**src/hw/rtl/vom_pkg.sv**
```systemverilog
// ----------------------------------------------------------------------------
// vom_pkg: shared definitions of the voxel occupancy marker
// Grid limits, datapath widths, register indexes, sequencer states and the
// configuration bundle that travels from the register bank to the core.
// ----------------------------------------------------------------------------
`default_nettype none

package vom_pkg;

    // Largest grid the bitmap can hold on each axis.
    localparam int MAX_GRID_X = 64;
    localparam int MAX_GRID_Y = 64;
    localparam int MAX_GRID_Z = 32;

    localparam int CELL_TOTAL = MAX_GRID_X * MAX_GRID_Y * MAX_GRID_Z;

    // Widths of clamped grid sizes and of per-axis indexes.
    localparam int SX_W = $clog2(MAX_GRID_X + 1);
    localparam int SY_W = $clog2(MAX_GRID_Y + 1);
    localparam int SZ_W = $clog2(MAX_GRID_Z + 1);
    localparam int IX_W = (MAX_GRID_X > 1) ? $clog2(MAX_GRID_X) : 1;
    localparam int IY_W = (MAX_GRID_Y > 1) ? $clog2(MAX_GRID_Y) : 1;
    localparam int IZ_W = (MAX_GRID_Z > 1) ? $clog2(MAX_GRID_Z) : 1;

    // Bitmap organization: one RAM row holds 64 voxel bits.
    localparam int BIT_W     = 6;
    localparam int ROW_W     = 1 << BIT_W;
    localparam int ROW_COUNT = (CELL_TOTAL + ROW_W - 1) / ROW_W;
    localparam int ROW_AW    = (ROW_COUNT > 1) ? $clog2(ROW_COUNT) : 1;
    localparam int KEY_W     = ($clog2(CELL_TOTAL) > BIT_W) ? $clog2(CELL_TOTAL) : BIT_W + 1;

    // Fixed-point datapath.
    localparam int COORD_W = 32;
    localparam int DIFF_W  = COORD_W + 1;
    localparam int INV_W   = 24;
    localparam int MUL_B_W = INV_W + 1;
    localparam int PROD_W  = DIFF_W + MUL_B_W;
    localparam int FRAC_W  = 32;
    localparam int IDXF_W  = PROD_W - 1 - FRAC_W;

    // Result fields.
    localparam int KEY_OUT_W = 17;
    localparam int COUNT_W   = 18;
    localparam logic [COUNT_W-1:0] COUNT_MAX = '1;

    // Configuration port.
    localparam int CFG_IDX_W  = 3;
    localparam int CFG_DATA_W = 32;

    typedef enum logic [CFG_IDX_W-1:0] {
        REG_ORIGIN_X   = 3'd0,
        REG_ORIGIN_Y   = 3'd1,
        REG_ORIGIN_Z   = 3'd2,
        REG_INV_WIDTH  = 3'd3,
        REG_GRID_X     = 3'd4,
        REG_GRID_Y     = 3'd5,
        REG_GRID_Z     = 3'd6,
        REG_ACCUMULATE = 3'd7
    } t_cfg_reg;

    typedef struct packed {
        logic signed [COORD_W-1:0] origin_x;
        logic signed [COORD_W-1:0] origin_y;
        logic signed [COORD_W-1:0] origin_z;
        logic [INV_W-1:0]          inverse_voxel_width;
        logic [6:0]                grid_size_x;
        logic [6:0]                grid_size_y;
        logic [5:0]                grid_size_z;
        logic                      accumulate;
    } t_cfg;

    typedef enum logic [3:0] {
        S_CLEAR,
        S_IDLE,
        S_MUL_X,
        S_MUL_Y,
        S_MUL_Z,
        S_KEY_Z,
        S_KEY_Y,
        S_READ,
        S_UPDATE
    } t_state;

endpackage

`default_nettype wire

```
**src/hw/rtl/vom_cfg.sv**
```systemverilog
// ----------------------------------------------------------------------------
// vom_cfg: configuration register bank
// Holds the map origin, reciprocal voxel width, grid sizes and accumulate
// mode; written one register at a time through a plain write port.
// ----------------------------------------------------------------------------
`default_nettype none

module vom_cfg (
    input  wire logic                              i_clk,
    input  wire logic                              i_rst_n,
    input  wire logic                              i_we,
    input  wire logic [vom_pkg::CFG_IDX_W-1:0]     i_idx,
    input  wire logic [vom_pkg::CFG_DATA_W-1:0]    i_data,
    output vom_pkg::t_cfg                          o_cfg
);

    vom_pkg::t_cfg r_cfg;
    vom_pkg::t_cfg n_cfg;

    // Decode the register index.
    always_comb begin
        n_cfg = r_cfg;
        if (i_we) begin
            case (vom_pkg::t_cfg_reg'(i_idx))
                vom_pkg::REG_ORIGIN_X:   n_cfg.origin_x = signed'(i_data);
                vom_pkg::REG_ORIGIN_Y:   n_cfg.origin_y = signed'(i_data);
                vom_pkg::REG_ORIGIN_Z:   n_cfg.origin_z = signed'(i_data);
                vom_pkg::REG_INV_WIDTH:  n_cfg.inverse_voxel_width = i_data[vom_pkg::INV_W-1:0];
                vom_pkg::REG_GRID_X:     n_cfg.grid_size_x = i_data[6:0];
                vom_pkg::REG_GRID_Y:     n_cfg.grid_size_y = i_data[6:0];
                vom_pkg::REG_GRID_Z:     n_cfg.grid_size_z = i_data[5:0];
                vom_pkg::REG_ACCUMULATE: n_cfg.accumulate = i_data[0];
                default:                 n_cfg = r_cfg;
            endcase
        end
    end

    always_ff @(posedge i_clk) begin
        if (!i_rst_n) begin
            r_cfg.origin_x            <= '0;
            r_cfg.origin_y            <= '0;
            r_cfg.origin_z            <= '0;
            r_cfg.inverse_voxel_width <= vom_pkg::INV_W'(65536);
            r_cfg.grid_size_x         <= 7'd64;
            r_cfg.grid_size_y         <= 7'd64;
            r_cfg.grid_size_z         <= 6'd32;
            r_cfg.accumulate          <= 1'b0;
        end else begin
            r_cfg <= n_cfg;
        end
    end

    assign o_cfg = r_cfg;

endmodule

`default_nettype wire

```
**config.mk**
```make
export PLATFORM = sky130hd
export DESIGN_NAME = vom_cfg
export DESIGN_NICKNAME = d
export VERILOG_FILES = /design/src/hw/rtl/vom_pkg.sv /design/src/hw/rtl/vom_cfg.sv
export SDC_FILE = /design/constraint.sdc
export NUM_CORES = 1
export LEC_CHECK = 0
export BUFFER_PORTS_ARGS = -buffer_cell sky130_fd_sc_hd__buf_2
export CAP_MARGIN = 10
export CORE_ASPECT_RATIO = 1.1
export CORE_UTILIZATION = 50
export DETAILED_ROUTE_END_ITERATION = 10
export PLACE_DENSITY_LB_ADDON = 0.1
export SLEW_MARGIN = 20
export SYNTH_ARGS = -nofsm -noshare
export SYNTH_HDL_FRONTEND = slang
export SYNTH_SLANG_ARGS = --single-unit
```
**constraint.sdc**
```tcl
create_clock -name i_clk -period 1.5 [get_ports i_clk]
set_clock_uncertainty 0.05 [all_clocks]
set_input_delay 0.075 -clock i_clk [delete_from_list [all_inputs] [get_ports i_clk]]
set_output_delay 0.075 -clock i_clk [all_outputs]
set_load 0.1 [all_outputs]
```
# Word level (Yosys, flattened, before mapping)
# Cells that the tools add are included.
[op_classes] eq_ne=7 n_reduce_logical=9
[ops] operator="AND reduction 2 bit" n=8
[ops] operator="equality test 3 bit, second input constant" n=4
[ops] operator="equality test 3 x 2 -> 1 bit, second input constant" n=2
[ops] operator="equality test 3 x 1 -> 1 bit, second input constant" n=1
[ops] operator="logical NOT 3 bit" n=1
[totals] reg_bits=141 elab_cells=24

# Logic depth before layout (Yosys ltp)
[depth] word_depth=2 ltp_mapped=5 ltp_nobuf=2

# Least setup slack after synthesis
# OpenSTA, ideal clock, no wires.
[synth_path] path_type="flip-flop to flip-flop" start="reg o_cfg[1] (netlist name)" end="reg r_cfg, in the netlist o_cfg[1]" setup_ns=0.076 t_arrival_ns=1.158 required_ns=1.374 setup_slack_ns=0.216 stages_incl_launch_ff=3 path_buffers=0 cell_sequence="dfxtp_1 nand2_1 mux2i_1"
[synth_lines] element="end signal: assignment" line_no="vom_cfg.sv:49" rtl="r_cfg <= n_cfg;"
[synth_lines] element="end: declaration" line_no="vom_cfg.sv:17" rtl="vom_pkg::t_cfg r_cfg;"

# Final worst setup path
[layout_path] start="reg r_cfg, in the netlist o_cfg[113]" end="out o_cfg[113] in the netlist's numbering"
[layout_lines] element="end: declaration" line_no="vom_cfg.sv:14" rtl="output vom_pkg::t_cfg o_cfg"
# No word-level cell between the ends.

==> results.sh <==
export IMPL_outcome="finished clean"
export IMPL_tightest_slew_ns=0.515
export IMPL_finalInstanceArea_um2=7170
export IMPL_antenna_found_initial=0
export IMPL_vias=4217
export IMPL_die_h_um=109
export IMPL_io_buffers=178
export IMPL_post_route_util_pct=71.4
export IMPL_cts_resized=0
export IMPL_dieWidth_um=99.5
export IMPL_hp_class="input pin to flip-flop"
export IMPL_cts_root_buf="clkbuf_8"
export IMPL_hold_violations=0
export IMPL_grt_overflow_total=0
export IMPL_yosysWarnings=0
export IMPL_layout_drive_gt1_share_pct=30.9
export IMPL_start_util_pct=52.1
export IMPL_final_common_cell="buf_2"
export IMPL_relSlewSlack_pct=65.9
export IMPL_post_cts_setup_buffers=0
export IMPL_crit_type="flip-flop to primary output"
export IMPL_drcViolationCount=0
export IMPL_avgSynthCellArea_um2=10.4
export IMPL_grt_use_total_pct=24.3
export IMPL_num_antenna_cells=0
export IMPL_wl_per_cell_um=14.9
export IMPL_cts_buffers=17
export IMPL_clkTransAtPathRegs_ns=0.06
export IMPL_syn_inst=504
export IMPL_design_core_area_um2=10000
export IMPL_hold_start="i_rst_n"
export IMPL_worstPathRequired_ns=1.37
export IMPL_p_per_area_nw_per_um2=1250
export IMPL_slew_violations=0
export IMPL_yosysSeqAreaShare_pct=54.0
export IMPL_clockBufferDepth=2
export IMPL_grt_max_degree=84
export IMPL_fin_setup_tns_ns=0
export IMPL_worstSetupStartpoint="o_cfg[113]"
export IMPL_mostFrequentLayoutCells="177 x buf_2, 169 x nand2_1, 141 x mux2i_1, 141 x dfxtp_1, 35 x dlygate4sd3_1"
export IMPL_crit_fanout=2
export IMPL_r2r_start="o_cfg[64]"
export IMPL_dr_pass1_iters=4
export IMPL_largest_reg_flops=141
export IMPL_placed_area_um2=6250
export IMPL_worstPathArrival_ns=1.31
export IMPL_fin_nets=748
export IMPL_cp_start_kind="flip-flop"
export IMPL_viasPerCell=4.90
export IMPL_synth_cell_area_um2=5230
export IMPL_dp_cells=796
export IMPL_crit_buf_inv=1
export IMPL_grt_pass1_wl_mm=20.4
export IMPL_fin_crit_sh_pct=95.5
export IMPL_ios=179
export IMPL_die_area_um2=10900
export IMPL_cp_top_family="buffers and inverters"
export IMPL_max_freq_mhz=698
export IMPL_synth_cell_type_count=14
export IMPL_antenna_left=0
export IMPL_finalNonFillerCells=861
export IMPL_min_period_ns=1.43
export IMPL_first_global_vias=4295
export IMPL_clock_latency_ns=0.50
export IMPL_drt_wl_total_mm=12.8
export IMPL_ys_seq_elements=141
export IMPL_nFillCells=805
export IMPL_clock_sinks=141
export IMPL_cts_tree="done"
export IMPL_cpMaxStageDelayCell="buf_2"
export IMPL_cp_end_kind="primary output"
export IMPL_place_gp_congestion=0.740
export IMPL_drt_iter0_markers=87
export IMPL_htreeDepth=4
export IMPL_syn_nets=542
export IMPL_rsz0062_at_grt="no"
export IMPL_path_cells="buf_2"
export IMPL_cap_violations=0
export IMPL_setup_viol=0
export IMPL_ir_drop_v=0.000723
export IMPL_p_leak_nw=3.64
export IMPL_cpPeakStageDelay_ns=0.44
export IMPL_fp_row_count=38
export IMPL_syn_to_final_growth_pct=37.1
export IMPL_hpwl_mm=8.33
==> kinds of logic (layout without fill, tap and decap cells) <==
logic type	count (synthesis)	after routing	synth area share (%)
buf+inv	38	255	4.26
mux	141	141	27.0
simple gates	184	184	14.7
flops	141	141	54.0
==> path summary, 6_finish.rpt <==
check                     to  cells past startpoint  slack (ns)
setup / recovery  o_cfg[113]                      1        0.07
hold / removal     o_cfg[88]                      4        0.02
setup reg to reg   o_cfg[64]                      2        0.79
hold reg to reg    o_cfg[17]                      2        0.41
==> cells in the mapped netlist <==
cell         n  area share (%)
and4bb_1     1            0.24
buf_1        1           0.072
buf_2       13             1.2
buf_4        5            0.72
buf_6        6             1.3
clkbuf_1    13            0.93
dfxtp_1    141              54
mux2i_1    141              27
nand2_1    169              12
nand4_1      1            0.12
nand4b_1     3            0.50
nand4bb_1    2            0.43
nor2b_1      7            0.84
nor4b_4      1            0.45
==> metrics by stage <==
stage / power [mW] / setup WS, ns / hold WS, ns
2_1_floorplan: 4.82 / 0.216 / 0.185
3_3_place_gp: 5.03 / 0.207 / 0.304
3_5_place_dp: 5.04 / 0.174 / 0.308
4_1_cts: 9.05 / 0.0253 / 0.0109
5_1_grt: 9.26 / 0.0133 / 0.0336
6_report: 8.98 / 0.0679 / 0.0240
==> what timing repair did <==
action | 4_1_cts | 5_1_grt
endpoints found under the hold margin | 125 | 0
hold buffers | 35 | 0
setup endpoints to repair | 0 | 0
==> per-layer routing <==
layer / vias to the layer above / part of all wire [%] / global-route usage, %
met5: - / 0 / 0
met3: 18 / 4.9 / 6.92
li1: 2075 / - / -
met1: 1999 / 43 / 28.2
met2: 125 / 50 / 42.8
met4: 0 / 1.7 / 9.03
==> layout make-up <==
cell class	instances	area [µm²]	area share [%]
clock inverters	11	120	1.68
well taps	140	175	2.44
repair buffers	225	1410	19.7
multi-input cells	325	2200	30.7
flip-flops and latches	141	2820	39.4
clock buffers	19	442	6.16
==> power by group <==
| group | total (mW) | switching, mW | internal [mW] |
|---|---|---|---|
| sequential | 3.87 | 0.0421 | 3.83 |
| clock | 3.95 | 1.52 | 2.42 |
| combinational | 1.16 | 0.887 | 0.275 |
| total | 8.98 | 2.45 | 6.53 |
No activity file was read; power rests on OpenSTA's default activity.
