===== config.mk =====
export PLATFORM = sky130hd
export DESIGN_NAME = vom_mul
export DESIGN_NICKNAME = d
export VERILOG_FILES = /design/src/hw/rtl/vom_pkg.sv /design/src/hw/rtl/vom_mul.sv
export SDC_FILE = /design/constraint.sdc
export NUM_CORES = 2
export LEC_CHECK = 0
export BUFFER_PORTS_ARGS = -buffer_cell sky130_fd_sc_hd__buf_2
export CAP_MARGIN = 0
export CORE_MARGIN = 10
export CORE_UTILIZATION = 50
export CTS_BUF_LIST = sky130_fd_sc_hd__clkbuf_16
export DETAILED_ROUTE_END_ITERATION = 10
export PLACE_DENSITY = 0.78
export SLEW_MARGIN = 20
export SYNTH_ARGS = -nofsm -noshare
export SYNTH_HDL_FRONTEND = slang
export SYNTH_SLANG_ARGS = --single-unit

===== constraint.sdc =====
create_clock -name i_clk -period 9.5 [get_ports i_clk]
set_input_delay 0.95 -clock i_clk [delete_from_list [all_inputs] [get_ports i_clk]]
set_output_delay 0.95 -clock i_clk [all_outputs]
set_load 0.05 [all_outputs]

===== src/hw/rtl/vom_pkg.sv =====
// ----------------------------------------------------------------------------
// vom_pkg: shared definitions of the voxel occupancy marker
// Grid limits, datapath widths, register indexes, sequencer states and the
// configuration bundle that travels from the register bank to the core.
// ----------------------------------------------------------------------------
`default_nettype none

package vom_pkg;

    // Largest grid the bitmap can hold on each axis.
    localparam int MAX_GRID_X = 64;
    localparam int MAX_GRID_Y = 64;
    localparam int MAX_GRID_Z = 32;

    localparam int CELL_TOTAL = MAX_GRID_X * MAX_GRID_Y * MAX_GRID_Z;

    // Widths of clamped grid sizes and of per-axis indexes.
    localparam int SX_W = $clog2(MAX_GRID_X + 1);
    localparam int SY_W = $clog2(MAX_GRID_Y + 1);
    localparam int SZ_W = $clog2(MAX_GRID_Z + 1);
    localparam int IX_W = (MAX_GRID_X > 1) ? $clog2(MAX_GRID_X) : 1;
    localparam int IY_W = (MAX_GRID_Y > 1) ? $clog2(MAX_GRID_Y) : 1;
    localparam int IZ_W = (MAX_GRID_Z > 1) ? $clog2(MAX_GRID_Z) : 1;

    // Bitmap organization: one RAM row holds 64 voxel bits.
    localparam int BIT_W     = 6;
    localparam int ROW_W     = 1 << BIT_W;
    localparam int ROW_COUNT = (CELL_TOTAL + ROW_W - 1) / ROW_W;
    localparam int ROW_AW    = (ROW_COUNT > 1) ? $clog2(ROW_COUNT) : 1;
    localparam int KEY_W     = ($clog2(CELL_TOTAL) > BIT_W) ? $clog2(CELL_TOTAL) : BIT_W + 1;

    // Fixed-point datapath.
    localparam int COORD_W = 32;
    localparam int DIFF_W  = COORD_W + 1;
    localparam int INV_W   = 24;
    localparam int MUL_B_W = INV_W + 1;
    localparam int PROD_W  = DIFF_W + MUL_B_W;
    localparam int FRAC_W  = 32;
    localparam int IDXF_W  = PROD_W - 1 - FRAC_W;

    // Result fields.
    localparam int KEY_OUT_W = 17;
    localparam int COUNT_W   = 18;
    localparam logic [COUNT_W-1:0] COUNT_MAX = '1;

    // Configuration port.
    localparam int CFG_IDX_W  = 3;
    localparam int CFG_DATA_W = 32;

    typedef enum logic [CFG_IDX_W-1:0] {
        REG_ORIGIN_X   = 3'd0,
        REG_ORIGIN_Y   = 3'd1,
        REG_ORIGIN_Z   = 3'd2,
        REG_INV_WIDTH  = 3'd3,
        REG_GRID_X     = 3'd4,
        REG_GRID_Y     = 3'd5,
        REG_GRID_Z     = 3'd6,
        REG_ACCUMULATE = 3'd7
    } t_cfg_reg;

    typedef struct packed {
        logic signed [COORD_W-1:0] origin_x;
        logic signed [COORD_W-1:0] origin_y;
        logic signed [COORD_W-1:0] origin_z;
        logic [INV_W-1:0]          inverse_voxel_width;
        logic [6:0]                grid_size_x;
        logic [6:0]                grid_size_y;
        logic [5:0]                grid_size_z;
        logic                      accumulate;
    } t_cfg;

    typedef enum logic [3:0] {
        S_CLEAR,
        S_IDLE,
        S_MUL_X,
        S_MUL_Y,
        S_MUL_Z,
        S_KEY_Z,
        S_KEY_Y,
        S_READ,
        S_UPDATE
    } t_state;

endpackage

`default_nettype wire


===== src/hw/rtl/vom_mul.sv =====
// ----------------------------------------------------------------------------
// vom_mul: shared signed multiplier
// A 33 x 25 bit signed multiply with a registered product, used in turn for
// the three axis scalings and the two steps of the voxel key.
// ----------------------------------------------------------------------------
`default_nettype none

module vom_mul (
    input  wire logic                               i_clk,
    input  wire logic signed [vom_pkg::DIFF_W-1:0]  i_a,
    input  wire logic signed [vom_pkg::MUL_B_W-1:0] i_b,
    output logic signed      [vom_pkg::PROD_W-1:0]  o_p
);

    logic signed [vom_pkg::PROD_W-1:0] n_p;

    // Full-precision product, extended before the multiply.
    assign n_p = vom_pkg::PROD_W'(i_a) * vom_pkg::PROD_W'(i_b);

    always_ff @(posedge i_clk) begin
        o_p <= n_p;
    end

endmodule

`default_nettype wire


# After elaboration in Yosys (flattened, before gate mapping)

Index checks and enable logic that the tools add are counted.

Multiply operators: 1
Shift operators: 0
Reductions and logical operators: 0
Magnitude comparators: 0
Eq/ne operators: 0
Bitwise logic cells: 0
Add/subtract/negate cells: 0
Div/mod/pow operators: 0
Muxes and demuxes: 0

Operators with widths:

| kind                                           | count |
|---|---|
| 33-bit by 25-bit multiplier with 58-bit output | 1 |

Bits in latches: 0
Register bits after elaboration: 58
Output and inout bits: 58
Bits in writable memories: 0
Memories kept: 0
Memory bits (read-only): 0
Word-level logic and storage cells: 2

# Longest topological paths before layout

Depth in word-level cells: 1
Gate-level depth with buffers: 27
Mapped depth without buffers: 26

# Least setup slack after synthesis

OpenSTA, ideal clock, no wires.

Path kind: input port to flip-flop
Start point: in i_a[32] (netlist name)
End point: reg o_p[57] (netlist name)
Data arrival time: 7.591 ns
Stages on the path: 25
Path slack: 1.845 ns
Required time: 9.436 ns
Cells stage by stage: clkbuf_1 > nand2_1 > inv_1 > fa_1 > fa_1 > inv_1 > fa_1 > inv_1 > fa_1 > fa_1 > fa_1 > inv_1 > fa_1 > inv_1 > ha_1 > a21o_1 > a21o_1 > a21o_1 > a2111oi_0 > o32ai_1 > a21oi_2 > o21a_1 > a21oi_2 > or4_1 > nand4_1

Word-level cells in the longest chain between the ends: 1

RTL lines:

| what                                           | RTL line      | source |
|---|---|---|
| from (decl)                                    | vom_mul.sv:10 | `input wire logic signed [vom_pkg::DIFF_W-1:0] i_a,` |
| 33-bit by 25-bit multiplier with 58-bit output | vom_mul.sv:18 | `assign n_p = vom_pkg::PROD_W'(i_a) * vom_pkg::PROD_W'(i_b);` |
| named net n_p, one bit                         | vom_mul.sv:15 | `logic signed [vom_pkg::PROD_W-1:0] n_p;` |
| to (signal assigned)                           | vom_mul.sv:21 | `o_p <= n_p;` |
| to (decl)                                      | vom_mul.sv:12 | `output logic signed [vom_pkg::PROD_W-1:0] o_p` |

The timed path passes the listed nets, and every way through them passes these cells.

# Worst setup path after layout

Start point: in i_b[1] (netlist name)
End point: reg o_p[57] (netlist name)

Word-level cells in the longest chain between the ends: 1

RTL lines:

| what                                           | RTL line      | source |
|---|---|---|
| from (decl)                                    | vom_mul.sv:11 | `input wire logic signed [vom_pkg::MUL_B_W-1:0] i_b,` |
| 33-bit by 25-bit multiplier with 58-bit output | vom_mul.sv:18 |  |
| named net n_p, one bit                         | vom_mul.sv:15 |  |

The timed path passes the listed nets, and every way through them passes these cells.

==> reports/results.tsv <==
stage	metric	value	unit
outcome	status	finished, final reports clean	
sta	Final TNS setup	0	ps
yosys	Post-synth ARST share	0	
sta	Rel. slew slack	0.389	
floorplan	row cnt	89	
sta	Slew Viols, Final	0	
cts	cts repair resizes	0	
cells_and_area	final net count	4218	
drt	Vias	21000	
cts	number of H-tree levels	3	
floorplan	Core ar.	0.0591	mm2
drt	final WL	74700	um
placement	DP HPWL	60700	um
sta	Max Clk Rate	120	MHz
yosys	Synthesized Nets	4221	
critical_path	worst setup path category	in2reg	
cells_and_area	fin area	0.0314	mm2
critical_path	endpoint class of the critical path	flip-flop	
cells_and_area	final core utilization	0.531	
cts	Max clock buf depth	2	
placement	Post-Place Worst Slack	896	ps
worst_hold_path	hold crit path type	in2reg	
global_route	antenna violations before repair	9	
sta	min Tclk post-route	8340	ps
sta	Tcrit/Tclk final	0.878	
floorplan	width of the die	265	um
flow_run	max cap viols	0	
yosys	Yosys Warn Count	0	
yosys	synth unique cells	62	
cts	total clock sinks	58	
cts	Worst-path clk slew	60	ps
worst_hold_path	hold wc startpoint	i_b[0]	
cts	hold_buf cts	0	
worst_hold_path	hold endpoint	o_p[0]	
floorplan	die area	0.0701	mm2
cells_and_area	fraction of final layout cells sized beyond drive strength 1	0.0534	
cts	postcts setup bufs	0	
yosys	prevailing post-synth register cell	dfxtp_1	
global_route	gr ovfl total	0	
drt	via density per instance	5.34	
critical_path	Startpoint Class	input port	
cells_and_area	Reg with most FFs	o_p	
drt	DRC viols	0	
critical_path	Arr. time, crit path	8660	ps
critical_path	worst path required time	9820	ps
placement	Port Buf Inserts	116	
global_route	GRT Total Usage	0.226	
critical_path	CP Max Fanout	33	
drt	Antenna Violating Nets Remaining	0	
yosys	cells after synthesis	3163	
global_route	number of global-route vias before repair	23400	
sta	final setup violation count	0	
sta	worst-margin pin slew	914	ps
drt	Avg WL per Cell	18.9	um
yosys	synthesized area per cell	9.46	um2
yosys	Mapped Area	0.0299	mm2
sta	Hold Violations, Final	0	
global_route	first-pass GRT wire length	125000	um
sta	setup ws final	1160	ps
placement	dpl cell area	0.0310	mm2
yosys	Seq cells post-synth	58	
critical_path	Worst setup startpoint	i_b[1]	
placement	routability cong.	0.885	
floorplan	num ports	117	
global_route	pin count of the biggest net entering global routing	34	
cells_and_area	layout overhead on the synthesized area	4.79	%
cts	TritonCTS Buffers	9	
cells_and_area	FILL cells	5215	
floorplan	Initial Utilization	0.506	
yosys	Seq/Total Area, Yosys	0.0388	
floorplan	die height	265	um
cells_and_area	Regs by FF count	o_p: 58 flops	
sta	RSZ-0062 raised after global routing	no	
cells_and_area	flip-flop count of the largest register after layout	58	
drt	First-pass DRT Iterations	5	
cts	clk root buf	clkbuf_16	
cts	CTS tree	built	
drt	drt initial violations	1366	
worst_hold_path	Hold Path Depth	2	
yosys	Post-synth EDFFs	0	
[worst max-delay path: stages]
cell       delay (ps)
buf_2             510
nand2_1           190
inv_1             170
fa_1              570
fa_1              660
inv_1             200
fa_1              540
inv_1              60
fa_1              480
fa_1              510
fa_1              490
inv_1              50
fa_1              480
inv_1              50
ha_1              350
a21o_1            200
a21o_1            170
a21o_1            180
a2111oi_0         500
o32ai_1           190
a21oi_2           250
o21a_1            180
a21oi_2            90
or4_1             520
nand4_1            90
[logic make-up after synthesis]
group,Yosys count,share of synthesized area
adders and majority gates,999,0.629
and+or+nand+nor,949,0.158
buffers and inverters,926,0.117
AOI/OAI and AO/OA,168,0.0392
xor gates and xnor gates,63,0.0184
DFF,58,0.0388
[synth_stat cells, drive strengths merged, types with 4 or more instances]
cell / count / area [um2]
nand2b: 15 / 93.8
fa: 842 / 16900
buf: 6 / 35.0
and3: 5 / 31.3
o21a: 6 / 45.0
nor4: 4 / 25.0
o21bai: 12 / 90.1
o21ai: 27 / 143
nand2: 422 / 1580
xor2: 19 / 166
and2: 410 / 2560
clkbuf: 141 / 529
nand4: 6 / 37.5
ha: 157 / 1960
nor2: 59 / 221
a21o: 27 / 205
o211ai: 6 / 50.1
a211oi: 6 / 45.0
nand3: 9 / 50.1
a2111oi: 7 / 67.6
a31oi: 9 / 56.3
nor3: 4 / 20.0
xnor2: 44 / 385
a21oi: 50 / 258
or2: 5 / 31.3
dfxtp: 58 / 1160
inv: 778 / 2920
[area by class of cell]
class | instances | area (um2) | area share
multi-input combinational | 2179 | 25300 | 0.806
inverter | 779 | 2920 | 0.0932
sequential | 58 | 1160 | 0.0370
tap | 773 | 967 | 0.0308
timing repair buffer | 133 | 708 | 0.0226
clock buffer | 9 | 225 | 0.00718
clock inverter | 7 | 85.1 | 0.00271
antenna | 5 | 12.5 | 0.000399
[stage by stage]
stage	std cells	hold WS, ps
floorplan	3163	1080
global placement	3922	1420
detailed placement	3922	1420
CTS	3938	1150
global route	3939	1200
finish	3943	1180
[layer usage]
layer / GRT usage / vias up / share of wire
li1: - / 9039 / -
met1: 0.273 / 11000 / 0.37
met2: 0.386 / 824 / 0.51
met3: 0.0468 / 176 / 0.076
met4: 0.0988 / 10 / 0.042
met5: 0 / - / 0.0010
[cell usage in the layout, fill, tap and decap left out, types with 8 or more instances in the layout]
| cell type | netlist | layout |
|---|---|---|
| and2_1 | 410 | 410 |
| buf_4 | 3 | 17 |
| xnor2_1 | 44 | 44 |
| a21o_1 | 25 | 25 |
| ha_1 | 157 | 157 |
| buf_2 | 1 | 116 |
| fa_1 | 842 | 842 |
| nand2b_1 | 15 | 15 |
| nand2_1 | 422 | 422 |
| a31oi_1 | 9 | 9 |
| dfxtp_1 | 58 | 58 |
| inv_1 | 778 | 779 |
| clkbuf_16 | 0 | 9 |
| o21bai_1 | 12 | 12 |
| a21oi_1 | 48 | 48 |
| o21ai_0 | 23 | 23 |
| nand3_1 | 8 | 8 |
| xor2_1 | 19 | 19 |
| nor2_1 | 59 | 59 |
[worst max-delay path by stage]
stage | end | slack, ps | cells past startpoint
after CTS | o_p[57] | 1280 | 25
after floorplan | o_p[57] | 1840 | 25
after detailed placement | o_p[57] | 900 | 25
after global routing | o_p[57] | 890 | 25
final | o_p[57] | 1160 | 25
after global placement | o_p[57] | 1050 | 25
Power is not shown: default switching activity piles up to over one toggle a cycle in this logic, so the estimate is an artifact.
